$ cat config.mk
export PLATFORM = sky130hd
export DESIGN_NAME = atom_token_classifier_flat
export DESIGN_NICKNAME = d
export VERILOG_FILES = /design/src/sv/atc_pkg.sv /design/src/sv/atc_if.sv /design/src/sv/atom_token_classifier.sv /design/src/sv/atc_stop_cfg.sv /design/src/sv/atc_scan_core.sv /design/src/flat_wrapper.sv
export VERILOG_INCLUDE_DIRS = /design/src /design/src/sv
export SDC_FILE = /design/constraint.sdc
export NUM_CORES = 1
export LEC_CHECK = 0
export BUFFER_PORTS_ARGS = -buffer_cell sky130_fd_sc_hd__buf_2
export CAP_MARGIN = 15
export CORE_MARGIN = 2
export CORE_UTILIZATION = 45
export DETAILED_ROUTE_END_ITERATION = 7
export SYNTH_ARGS = -nofsm -noshare
export SYNTH_HDL_FRONTEND = slang
export SYNTH_SLANG_ARGS = --single-unit
$ cat constraint.sdc
create_clock -name i_clk -period 8.25 [get_ports i_clk]
set_input_delay 0.825 -clock i_clk [delete_from_list [all_inputs] [get_ports i_clk]]
set_output_delay 0.825 -clock i_clk [all_outputs]
set_load 0.005 [all_outputs]
$ cat src/sv/atom_token_classifier_assert.svh
// Assertion macros shared by the atom token classifier RTL.
`ifndef ATOM_TOKEN_CLASSIFIER_ASSERT_SVH
`define ATOM_TOKEN_CLASSIFIER_ASSERT_SVH

// Same-cycle implication, disabled during reset.
`define ATC_ASSERT_NOW(label, clk, rst_n, ante, cons, msg) \
    label: assert property (@(posedge clk) disable iff (!rst_n) (ante) |-> (cons)) \
        else $error(msg);

// Next-cycle implication, disabled during reset.
`define ATC_ASSERT_NEXT(label, clk, rst_n, ante, cons, msg) \
    label: assert property (@(posedge clk) disable iff (!rst_n) (ante) |=> (cons)) \
        else $error(msg);

`endif

$ cat src/sv/atc_pkg.sv
// Types, byte constants and character helpers for the atom token classifier.
package atc_pkg;

    localparam logic [7:0] CH_SPACE = 8'h20;
    localparam logic [7:0] CH_TAB   = 8'h09;
    localparam logic [7:0] CH_LF    = 8'h0A;
    localparam logic [7:0] CH_CR    = 8'h0D;
    localparam logic [7:0] CH_ZERO  = 8'h30;
    localparam logic [7:0] CH_NINE  = 8'h39;
    localparam logic [7:0] CH_PLUS  = 8'h2B;
    localparam logic [7:0] CH_MINUS = 8'h2D;
    localparam logic [7:0] CH_DOT   = 8'h2E;

    localparam int CFG_DATA_BITS = 8;
    localparam int CFG_IDX_BITS  = 3;
    localparam int STOP_CNT_BITS = 3;
    // Number of stop symbol entries reachable through the register map.
    localparam int STOP_REGS     = 4;

    typedef enum logic [CFG_IDX_BITS-1:0] {
        CFG_STOP_COUNT = 3'd0,
        CFG_STOP_SYM_A = 3'd1,
        CFG_STOP_SYM_B = 3'd2,
        CFG_STOP_SYM_C = 3'd3,
        CFG_STOP_SYM_D = 3'd4
    } t_cfg_idx;

    typedef enum logic [6:0] {
        PH_IDLE = 7'b0000001,
        PH_SKIP = 7'b0000010,
        PH_SIGN = 7'b0000100,
        PH_INT  = 7'b0001000,
        PH_REAL = 7'b0010000,
        PH_SYM  = 7'b0100000,
        PH_DONE = 7'b1000000
    } t_phase;

    typedef enum logic [1:0] {
        KIND_NONE = 2'd0,
        KIND_INT  = 2'd1,
        KIND_REAL = 2'd2,
        KIND_SYM  = 2'd3
    } t_kind;

    typedef enum logic [1:0] {
        ST_OK         = 2'd0,
        ST_EXHAUSTED  = 2'd1,
        ST_STOP_FIRST = 2'd2,
        ST_BAD_NUMBER = 2'd3
    } t_status;

    typedef struct packed {
        logic    emit;
        logic    success;
        t_kind   kind;
        t_status status;
        logic    inclusive;
    } t_verdict;

    function automatic logic is_space(input logic [7:0] c);
        return (c == CH_SPACE) || (c == CH_TAB) || (c == CH_LF) || (c == CH_CR);
    endfunction

    function automatic logic is_decimal(input logic [7:0] c);
        return (c >= CH_ZERO) && (c <= CH_NINE);
    endfunction

    function automatic t_kind kind_of(input t_phase ph);
        if (ph == PH_INT) begin
            return KIND_INT;
        end
        if (ph == PH_REAL) begin
            return KIND_REAL;
        end
        return KIND_SYM;
    endfunction

endpackage

$ cat src/sv/atc_if.sv
// Byte input and token result channel interfaces.
interface atc_byte_if #(
    parameter int INDEX_BITS = 16
);
    logic                  valid;
    logic                  ready;
    logic [7:0]            byte_value;
    logic [INDEX_BITS-1:0] byte_index;
    logic                  scan_begin;
    logic                  buffer_end;

    modport source (
        output valid, byte_value, byte_index, scan_begin, buffer_end,
        input  ready
    );
    modport sink (
        input  valid, byte_value, byte_index, scan_begin, buffer_end,
        output ready
    );
endinterface

interface atc_result_if #(
    parameter int INDEX_BITS = 16
);
    logic                  valid;
    logic                  ready;
    logic                  success;
    logic [1:0]            kind;
    logic [1:0]            status;
    logic [INDEX_BITS-1:0] scan_start_index;
    logic [INDEX_BITS-1:0] atom_start_index;
    logic [INDEX_BITS:0]   atom_length;
    logic [INDEX_BITS:0]   error_index;
    logic [INDEX_BITS:0]   next_position;

    modport source (
        output valid, success, kind, status, scan_start_index, atom_start_index,
               atom_length, error_index, next_position,
        input  ready
    );
    modport sink (
        input  valid, success, kind, status, scan_start_index, atom_start_index,
               atom_length, error_index, next_position,
        output ready
    );
endinterface

$ cat src/sv/atom_token_classifier.sv
// Atom token classifier: input register, scan core, result register.
// The scan core updates its state in a single pass between input and result register.
// Throughput: one byte per cycle while no untaken result stalls the input register.
// Bytes that decide nothing give no result; at most one result per scan.
// Reset (i_rst_n low, synchronous) clears valid flags, scan state and config registers.
module atom_token_classifier #(
    parameter int STOP_ENTRIES = 4,
    parameter int INDEX_BITS   = 16
) (
    input  logic                              i_clk,
    input  logic                              i_rst_n,
    atc_byte_if.sink                          i_byte,
    atc_result_if.source                      o_tok,
    input  logic                              i_cfg_we,
    input  logic [atc_pkg::CFG_IDX_BITS-1:0]  i_cfg_index,
    input  logic [atc_pkg::CFG_DATA_BITS-1:0] i_cfg_data
);
    import atc_pkg::*;

`include "atom_token_classifier_assert.svh"

    logic                  r_in_valid;
    logic [7:0]            r_in_byte;
    logic [INDEX_BITS-1:0] r_in_index;
    logic                  r_in_begin;
    logic                  r_in_last;

    logic                  r_out_valid;
    logic                  r_out_success;
    t_kind                 r_out_kind;
    t_status               r_out_status;
    logic [INDEX_BITS-1:0] r_out_scan_start;
    logic [INDEX_BITS-1:0] r_out_atom_start;
    logic [INDEX_BITS:0]   r_out_atom_length;
    logic [INDEX_BITS:0]   r_out_error_index;
    logic [INDEX_BITS:0]   r_out_next_position;

    logic                  out_free;
    logic                  advance;
    logic                  is_stop;
    t_verdict              verdict;
    logic [INDEX_BITS-1:0] scan_start;
    logic [INDEX_BITS-1:0] atom_start;
    logic [INDEX_BITS:0]   atom_length;
    logic [INDEX_BITS:0]   error_index;
    logic [INDEX_BITS:0]   next_position;

    assign out_free     = !r_out_valid || o_tok.ready;
    assign advance      = r_in_valid && out_free;
    assign i_byte.ready = !r_in_valid || advance;

    always_ff @(posedge i_clk) begin
        if (!i_rst_n) begin
            r_in_valid <= 1'b0;
        end else if (i_byte.ready) begin
            r_in_valid <= i_byte.valid;
        end
    end

    always_ff @(posedge i_clk) begin
        if (i_byte.valid && i_byte.ready) begin
            r_in_byte  <= i_byte.byte_value;
            r_in_index <= i_byte.byte_index;
            r_in_begin <= i_byte.scan_begin;
            r_in_last  <= i_byte.buffer_end;
        end
    end

    atc_stop_cfg #(
        .STOP_ENTRIES (STOP_ENTRIES)
    ) u_stop_cfg (
        .i_clk       (i_clk),
        .i_rst_n     (i_rst_n),
        .i_cfg_we    (i_cfg_we),
        .i_cfg_index (i_cfg_index),
        .i_cfg_data  (i_cfg_data),
        .i_byte      (r_in_byte),
        .o_is_stop   (is_stop)
    );

    atc_scan_core #(
        .INDEX_BITS (INDEX_BITS)
    ) u_scan_core (
        .i_clk           (i_clk),
        .i_rst_n         (i_rst_n),
        .i_advance       (advance),
        .i_byte          (r_in_byte),
        .i_index         (r_in_index),
        .i_begin         (r_in_begin),
        .i_last          (r_in_last),
        .i_is_stop       (is_stop),
        .o_verdict       (verdict),
        .o_scan_start    (scan_start),
        .o_atom_start    (atom_start),
        .o_atom_length   (atom_length),
        .o_error_index   (error_index),
        .o_next_position (next_position)
    );

    // Hold the result until taken; a free slot loads the next verdict.
    always_ff @(posedge i_clk) begin
        if (!i_rst_n) begin
            r_out_valid <= 1'b0;
        end else if (advance) begin
            r_out_valid <= verdict.emit;
        end else if (o_tok.ready) begin
            r_out_valid <= 1'b0;
        end
    end

    always_ff @(posedge i_clk) begin
        if (advance && verdict.emit) begin
            r_out_success       <= verdict.success;
            r_out_kind          <= verdict.kind;
            r_out_status        <= verdict.status;
            r_out_scan_start    <= scan_start;
            r_out_atom_start    <= atom_start;
            r_out_atom_length   <= atom_length;
            r_out_error_index   <= error_index;
            r_out_next_position <= next_position;
        end
    end

    assign o_tok.valid            = r_out_valid;
    assign o_tok.success          = r_out_success;
    assign o_tok.kind             = r_out_kind;
    assign o_tok.status           = r_out_status;
    assign o_tok.scan_start_index = r_out_scan_start;
    assign o_tok.atom_start_index = r_out_atom_start;
    assign o_tok.atom_length      = r_out_atom_length;
    assign o_tok.error_index      = r_out_error_index;
    assign o_tok.next_position    = r_out_next_position;

    `ATC_ASSERT_NOW(a_ok_clean, i_clk, i_rst_n, r_out_valid && r_out_success,
        (r_out_status == ST_OK) && (r_out_error_index == '0) && (r_out_kind != KIND_NONE),
        "successful token carries an error field")
    `ATC_ASSERT_NOW(a_fail_clean, i_clk, i_rst_n, r_out_valid && !r_out_success,
        (r_out_kind == KIND_NONE) && (r_out_atom_length == '0) && (r_out_status != ST_OK),
        "failed scan carries token fields")
    `ATC_ASSERT_NEXT(a_in_hold, i_clk, i_rst_n, r_in_valid && !advance,
        r_in_valid && $stable(r_in_index) && $stable(r_in_byte),
        "stalled input word lost or changed")

endmodule

$ cat src/sv/atc_stop_cfg.sv
// Configuration registers and stop symbol matcher.
module atc_stop_cfg #(
    parameter int STOP_ENTRIES = 4
) (
    input  logic                              i_clk,
    input  logic                              i_rst_n,
    input  logic                              i_cfg_we,
    input  logic [atc_pkg::CFG_IDX_BITS-1:0]  i_cfg_index,
    input  logic [atc_pkg::CFG_DATA_BITS-1:0] i_cfg_data,
    input  logic [7:0]                        i_byte,
    output logic                              o_is_stop
);
    import atc_pkg::*;

    logic [STOP_CNT_BITS-1:0] r_stop_count;
    logic [7:0]               r_stop_tab [STOP_ENTRIES];

    always_ff @(posedge i_clk) begin
        if (!i_rst_n) begin
            r_stop_count <= '0;
        end else if (i_cfg_we && (i_cfg_index == CFG_STOP_COUNT)) begin
            r_stop_count <= i_cfg_data[STOP_CNT_BITS-1:0];
        end
    end

    // Entries past the register map are never written and hold zero.
    for (genvar e = 0; e < STOP_ENTRIES; e++) begin : g_tab
        if (e < STOP_REGS) begin : g_reg
            always_ff @(posedge i_clk) begin
                if (!i_rst_n) begin
                    r_stop_tab[e] <= '0;
                end else if (i_cfg_we &&
                             (i_cfg_index == CFG_IDX_BITS'(int'(CFG_STOP_SYM_A) + e))) begin
                    r_stop_tab[e] <= i_cfg_data[7:0];
                end
            end
        end else begin : g_zero
            assign r_stop_tab[e] = '0;
        end
    end

    // Counts above the table size simply enable every entry.
    always_comb begin
        o_is_stop = 1'b0;
        for (int i = 0; i < STOP_ENTRIES; i++) begin
            if ((i < int'(r_stop_count)) && (r_stop_tab[i] == i_byte)) begin
                o_is_stop = 1'b1;
            end
        end
    end

endmodule

$ cat src/sv/atc_scan_core.sv
// Scan state registers and per-byte atom classification.
module atc_scan_core #(
    parameter int INDEX_BITS = 16
) (
    input  logic                  i_clk,
    input  logic                  i_rst_n,
    input  logic                  i_advance,
    input  logic [7:0]            i_byte,
    input  logic [INDEX_BITS-1:0] i_index,
    input  logic                  i_begin,
    input  logic                  i_last,
    input  logic                  i_is_stop,
    output atc_pkg::t_verdict     o_verdict,
    output logic [INDEX_BITS-1:0] o_scan_start,
    output logic [INDEX_BITS-1:0] o_atom_start,
    output logic [INDEX_BITS:0]   o_atom_length,
    output logic [INDEX_BITS:0]   o_error_index,
    output logic [INDEX_BITS:0]   o_next_position
);
    import atc_pkg::*;

    t_phase                r_phase, n_phase;
    logic [INDEX_BITS-1:0] r_scan_origin, n_scan_origin;
    logic [INDEX_BITS-1:0] r_atom_origin, n_atom_origin;

    t_phase                ph;
    t_phase                ph_next;
    logic                  space_c;
    logic                  digit_c;
    logic                  brk_c;
    t_verdict              v;
    logic [INDEX_BITS:0]   fail_where;
    logic [INDEX_BITS-1:0] diff;
    logic [INDEX_BITS:0]   idx_ext;

    assign space_c = is_space(i_byte);
    assign digit_c = is_decimal(i_byte);
    assign brk_c   = space_c || i_is_stop;
    assign idx_ext = {1'b0, i_index};

    always_comb begin
        ph            = i_begin ? PH_SKIP : r_phase;
        n_scan_origin = i_begin ? i_index : r_scan_origin;
        n_atom_origin = r_atom_origin;
        ph_next       = ph;
        v             = '{emit: 1'b0, success: 1'b0, kind: KIND_NONE,
                          status: ST_OK, inclusive: 1'b0};
        fail_where    = idx_ext;

        unique case (ph)
            PH_SKIP: begin
                if (space_c) begin
                    if (i_last) begin
                        v.emit     = 1'b1;
                        v.status   = ST_EXHAUSTED;
                        fail_where = idx_ext + (INDEX_BITS+1)'(1);
                    end
                end else if (i_is_stop) begin
                    v.emit   = 1'b1;
                    v.status = ST_STOP_FIRST;
                end else begin
                    n_atom_origin = i_index;
                    if ((i_byte == CH_PLUS) || (i_byte == CH_MINUS)) begin
                        ph_next = PH_SIGN;
                    end else if (digit_c) begin
                        ph_next = PH_INT;
                    end else begin
                        ph_next = PH_SYM;
                    end
                    if (i_last) begin
                        v.emit      = 1'b1;
                        v.success   = 1'b1;
                        v.kind      = kind_of(ph_next);
                        v.inclusive = 1'b1;
                    end
                end
            end
            PH_SIGN: begin
                if (brk_c) begin
                    v.emit    = 1'b1;
                    v.success = 1'b1;
                    v.kind    = KIND_SYM;
                end else begin
                    ph_next = digit_c ? PH_INT : PH_SYM;
                    if (i_last) begin
                        v.emit      = 1'b1;
                        v.success   = 1'b1;
                        v.kind      = kind_of(ph_next);
                        v.inclusive = 1'b1;
                    end
                end
            end
            PH_INT, PH_REAL, PH_SYM: begin
                if (brk_c) begin
                    v.emit    = 1'b1;
                    v.success = 1'b1;
                    v.kind    = kind_of(ph);
                end else if ((ph == PH_INT) && !digit_c && (i_byte != CH_DOT)) begin
                    v.emit   = 1'b1;
                    v.status = ST_BAD_NUMBER;
                end else if ((ph == PH_REAL) && !digit_c) begin
                    v.emit   = 1'b1;
                    v.status = ST_BAD_NUMBER;
                end else begin
                    if ((ph == PH_INT) && (i_byte == CH_DOT)) begin
                        ph_next = PH_REAL;
                    end
                    if (i_last) begin
                        v.emit      = 1'b1;
                        v.success   = 1'b1;
                        v.kind      = kind_of(ph_next);
                        v.inclusive = 1'b1;
                    end
                end
            end
            default: begin
                // idle or decided: drop the byte
            end
        endcase

        n_phase = v.emit ? PH_DONE : ph_next;
    end

    always_ff @(posedge i_clk) begin
        if (!i_rst_n) begin
            r_phase       <= PH_IDLE;
            r_scan_origin <= '0;
            r_atom_origin <= '0;
        end else if (i_advance) begin
            r_phase       <= n_phase;
            r_scan_origin <= n_scan_origin;
            r_atom_origin <= n_atom_origin;
        end
    end

    assign diff            = i_index - n_atom_origin;
    assign o_verdict       = v;
    assign o_scan_start    = n_scan_origin;
    assign o_atom_start    = v.success ? n_atom_origin : '0;
    assign o_atom_length   = v.success ?
                             ({1'b0, diff} + (INDEX_BITS+1)'(v.inclusive)) : '0;
    assign o_error_index   = v.success ? '0 : fail_where;
    assign o_next_position = v.success ?
                             (idx_ext + (INDEX_BITS+1)'(v.inclusive)) : '0;

endmodule
$ cat src/flat_wrapper.sv
// flat-port wrapper written by rule: the top's interface ports become plain ports
module atom_token_classifier_flat import atc_pkg::*;
#(
    parameter int STOP_ENTRIES = 4,
    parameter int INDEX_BITS   = 16
)
  (i_clk, i_rst_n, i_cfg_we, i_cfg_index, i_cfg_data, i_byte_valid, i_byte_byte_value, i_byte_byte_index, i_byte_scan_begin, i_byte_buffer_end, i_byte_ready, o_tok_valid, o_tok_success, o_tok_kind, o_tok_status, o_tok_scan_start_index, o_tok_atom_start_index, o_tok_atom_length, o_tok_error_index, o_tok_next_position, o_tok_ready);
  atc_byte_if #(.INDEX_BITS(INDEX_BITS)) i_byte_i ();
  atc_result_if #(.INDEX_BITS(INDEX_BITS)) o_tok_i ();
  input  logic i_clk;
  input  logic i_rst_n;
  input  logic i_cfg_we;
  input  logic [atc_pkg::CFG_IDX_BITS-1:0] i_cfg_index;
  input  logic [atc_pkg::CFG_DATA_BITS-1:0] i_cfg_data;
  input wire logic [$bits(i_byte_i.valid)-1:0] i_byte_valid;
  input wire logic [$bits(i_byte_i.byte_value)-1:0] i_byte_byte_value;
  input wire logic [$bits(i_byte_i.byte_index)-1:0] i_byte_byte_index;
  input wire logic [$bits(i_byte_i.scan_begin)-1:0] i_byte_scan_begin;
  input wire logic [$bits(i_byte_i.buffer_end)-1:0] i_byte_buffer_end;
  output wire logic [$bits(i_byte_i.ready)-1:0] i_byte_ready;
  output wire logic [$bits(o_tok_i.valid)-1:0] o_tok_valid;
  output wire logic [$bits(o_tok_i.success)-1:0] o_tok_success;
  output wire logic [$bits(o_tok_i.kind)-1:0] o_tok_kind;
  output wire logic [$bits(o_tok_i.status)-1:0] o_tok_status;
  output wire logic [$bits(o_tok_i.scan_start_index)-1:0] o_tok_scan_start_index;
  output wire logic [$bits(o_tok_i.atom_start_index)-1:0] o_tok_atom_start_index;
  output wire logic [$bits(o_tok_i.atom_length)-1:0] o_tok_atom_length;
  output wire logic [$bits(o_tok_i.error_index)-1:0] o_tok_error_index;
  output wire logic [$bits(o_tok_i.next_position)-1:0] o_tok_next_position;
  input wire logic [$bits(o_tok_i.ready)-1:0] o_tok_ready;
  assign i_byte_i.valid = i_byte_valid;
  assign i_byte_i.byte_value = i_byte_byte_value;
  assign i_byte_i.byte_index = i_byte_byte_index;
  assign i_byte_i.scan_begin = i_byte_scan_begin;
  assign i_byte_i.buffer_end = i_byte_buffer_end;
  assign i_byte_ready = i_byte_i.ready;
  assign o_tok_valid = o_tok_i.valid;
  assign o_tok_success = o_tok_i.success;
  assign o_tok_kind = o_tok_i.kind;
  assign o_tok_status = o_tok_i.status;
  assign o_tok_scan_start_index = o_tok_i.scan_start_index;
  assign o_tok_atom_start_index = o_tok_i.atom_start_index;
  assign o_tok_atom_length = o_tok_i.atom_length;
  assign o_tok_error_index = o_tok_i.error_index;
  assign o_tok_next_position = o_tok_i.next_position;
  assign o_tok_i.ready = o_tok_ready;
  atom_token_classifier #(.STOP_ENTRIES(STOP_ENTRIES), .INDEX_BITS(INDEX_BITS)) u_core (.i_clk(i_clk), .i_rst_n(i_rst_n), .i_byte(i_byte_i), .o_tok(o_tok_i), .i_cfg_we(i_cfg_we), .i_cfg_index(i_cfg_index), .i_cfg_data(i_cfg_data));
endmodule
==> summary.md <==
| Metric | Value |
|---|---|
| Nets | 1062 |
| Worst slew pin tran | about 1.1 ns |
| # DRC | 0 |
| Post-synth top flop | edfxtp_1 |
| Routability Congestion | around 0.91 |
| Most used routing layer | met2 |
| Pin count of the biggest net entering global routing | 67 |
| Synth cell count leaders | edfxtp_1, nor2_1, nand2_1 |
| Clk_lat worst skew | 0.44 ns |
| Met1 Use GR | 29.3% |
| Layout cells sized above 1 | 20.5% |
| Post-route setup TNS | 0 ns |
| Ranking of synthesized cells by area | edfxtp_1, dfxtp_1, nor2_1 |
| GRT met2 Usage | 33.3% |
| Final setup viols | 0 |
| Clock period minus worst slack | approximately 5.3 ns |
| Status | finished clean |
| First-pass GRT wire length | between 30000 and 40000 µm |
| R2r setup slk | 2.93 ns |
| Capturing element type of the critical path | register |
| Final hold violation count | 0 |
| Final Non-Filler Cells | 1286 |
| Post-synthesis net count | 951 |
| Seq/Total Area, Yosys | 54.5% |
| WS Path Type | reg -> reg |
| Critical path arrival | 5.51 ns |
| DR vias | approximately 6800 |
| Worst R2R Path Depth | 19 |
| Grt ovf | 0 |
| Antenna viol nets, final | 0 |
| Pwr dens | 210 nW/µm² |
| Crit-path slowest cell | edfxtp_1 |
| DR iter-0 viols | approximately 420 |
| LEAKAGE | between 4 and 5 nW |
| Root buffer cell | clkbuf_16 |
| Sw frac | 26.7% |
| CTS Hold Bufs | 0 |
| Startpoint Class | register |
| Maxcap violations | 0 |
| Cell mode on critical path | inv_1 |
| Post-synth top area share | 45.4% |
| Hold depth | 2 |
| Initial Util | 45.9% |
| Final Cycle Share | 64.5% |
| CTS-repair resized insts | 0 |
| Site Rows | 53 |
| Post-Route WL | 23000 µm |
| Post-CTS Setup Bufs | 0 |
| Worst Hold Class | reg -> reg |
| Largest area contributor in the netlist | edfxtp_1 |
| NetSw | 0.624 mW |
| Initial antenna violation count | 0 |
| Worst path max stage delay | 0.59 ns |
| Worst Path Max Fanout | 9 |
| Setup Skew | 0.0155 ns |
| Worst endpoint required time | 8.44 ns |
| Flop and latch count out of synthesis | 190 |
| Endpoint, Worst Hold | u_core.u_scan_core.r_scan_origin[12] |
| Sink Count | 190 |
| Pins over their slew limit | 0 |
| Register area | 5270 µm² |
| Post-Place Cells | 1254 |
| Post-DR wirelength/cell | 17.9 µm |
| Top-Level Pins | 132 |
| Clock share of power | 39.5% |
| Hpwl dp | about 17000 µm |
| Critical-path cell list | xor2_1 > nor3_1 > o2111ai_1 > nand4_2 > nor2_1 > nand2_1 > a21oi_1 > inv_1 > ha_1 > inv_1 > fa_1 > a21o_1 > nand4_1 > a211o_1 > a211oi_2 > nor4bb_1 > and4_1 > xnor2_1 > and2_1 |
| Area of the multi-input gates | ~4000 µm² |
| Combinational share of power | 13.0% |
| Synth cell types | 74 |
| Layout area overhead | 15.6% |
| # fillers | about 1900 |
| Int Pwr | between 1.5 and 2 mW |
| M3 GR Usage | between 4 and 5% |
| Number of global-route vias before repair | 6404 |
| Max VDD drop | approximately 150 µV |
| Buffers & Inverters on Critical Path | 2 |
| Sequential share of power | 47.5% |
| Antenna Cells | 0 |
| Core footprint | 21000 µm² |
| Synth Warn # | 0 |
| RSZ-0062 raised after global routing | no |
| CTS tree | built |
| DR vias/cell | 5.32 |
| Clock-pin slew on the worst setup and hold paths | about 0.07 ns |
| CP top delay family | simple AND/OR/NAND/NOR gates |
| Overall routing resource usage | 21.1% |
| Avg Cell Area, Syn | roughly 11 µm² |
| Drt pass-1 iters | 6 |
| Mapped Area | 9650 µm² |
| Cell with the most instances after synthesis | edfxtp_1 |
| Clock buffer depth | 2 |
| Fmax | 188 MHz |
| Syn Inst Count | 887 |
| CTS buffer count | 17 |
| Die width | 150 µm |
| Reg-to-reg startpoint | u_core.r_in_byte[6] |
| Relative slew slack | between 20 and 30% |
| Reg2reg end | u_core.o_tok.atom_length[13] |
| Port bufs | between 100 and 150 |
| Post-synth EDFFs | 146 |
| Die area | roughly 23000 µm² |
| Ys async rst share | 0% |
| H-tree levels | 4 |
| Hold Crit Start | u_core.u_scan_core.r_scan_origin[12] |
| Die Height | 150 µm |
## cells in the final DEF, fill, tap and decap left out, drive strengths merged, types with 17 or more instances in the layout
cell type	count
o21ai	17
a211oi	21
nand3	27
ha	21
buf	138
edfxtp	146
xnor2	41
nor2	116
mux2	17
nor3	25
inv	24
xor2	47
nand2	85
mux2i	19
a21oi	41
dfxtp	44
clkbuf	17
and2	45
## worst max path at each step
stage | start | end | slack (ns) | depth (start not counted)
after global routing | u_core.r_in_byte[6] | u_core.o_tok.atom_length[13] | 2.51 | 19
after floorplan | u_core.r_in_byte[1] | u_core.o_tok.atom_length[0] | 2.27 | 8
after CTS | u_core.r_in_byte[4] | u_core.o_tok.atom_length[13] | 2.98 | 19
after global placement | u_core.r_in_byte[4] | u_core.o_tok.atom_length[13] | 3.03 | 19
final | u_core.r_in_byte[6] | u_core.o_tok.atom_length[13] | 2.93 | 19
after detailed placement | u_core.r_in_byte[4] | u_core.o_tok.atom_length[13] | 3.00 | 19
## registers in the layout (all words and copies together) (netlist names), 3 cells and up
signal and count:
u_core.o_tok.atom_length 17, u_core.o_tok.atom_start_index 16, u_core.o_tok.error_index 17, u_core.o_tok.next_position 17
u_core.o_tok.scan_start_index 16, u_core.r_in_byte 8, u_core.r_in_index 16, u_core.u_scan_core.r_atom_origin 16
u_core.u_scan_core.r_phase 7, u_core.u_scan_core.r_scan_origin 16, u_core.u_stop_cfg.r_stop_count 3, u_core.u_stop_cfg.r_stop_tab 32
## worst register-to-register path, cell delays in order, from the launching register on
cell and delay [ns]:
edfxtp_1 0.59, xor2_1 0.24, nor3_1 0.09, o2111ai_1 0.11
nand4_2 0.34, nor2_1 0.56, nand2_1 0.17, a21oi_1 0.30
inv_1 0.08, ha_1 0.24, inv_1 0.08, fa_1 0.21
a21o_1 0.18, nand4_1 0.20, a211o_1 0.36, a211oi_2 0.45
nor4bb_1 0.38, and4_1 0.24, xnor2_1 0.08, and2_1 0.17
## metal layers
metal	up-vias	routed length [µm]
li1	3388	-
met1	3222	10900
met3	29	1220
met4	0	448
met2	207	10500
met5	-	0
## power groups by stage
stage                     logic, mW  registers, mW  clock network [mW]
after floorplan               0.234           1.11                   0
after global placement        0.302           1.13                   0
after detailed placement      0.301           1.13                   0
after CTS                     0.303           1.11               0.940
after global routing          0.339           1.11               0.984
final                         0.304           1.11               0.925
## logic make-up after synthesis
family                     Yosys count  synth area share, %
muxes                               36                 3.95
and+or+nand+nor                    367                 19.0
DFF                                190                 54.5
buffers and inverters               62                 2.96
adders and majority gates           22                 2.93
AOI/OAI and AO/OA                  122                 8.65
xor gates and xnor gates            88                 7.98
## per-stage QoR
stage / total power, mW / util, % / area (µm²) / setup WS [ns] / hold slack, ns
global route: 2.44 / 53.1 / 11200 / 2.51 / 0.473
CTS: 2.35 / 53.1 / 11200 / 2.98 / 0.457
finish: 2.34 / 53.1 / 11200 / 2.93 / 0.455
floorplan: 1.34 / - / 9650 / 2.27 / 0.434
detailed placement: 1.43 / 49.9 / 10500 / 3.00 / 0.447
global placement: 1.43 / 49.9 / 10500 / 3.03 / 0.439
## area by class of cell
type / count / share of cell area [%]
flip-flops and latches: 190 / 47.2
clock inverters: 15 / 2.16
clock buffers: 17 / 3.81
multi-input cells: 635 / 36.8
well taps: 275 / 3.08
inverters: 16 / 0.538
repair buffers: 138 / 6.35
No activity file was read; power rests on OpenSTA's default activity.
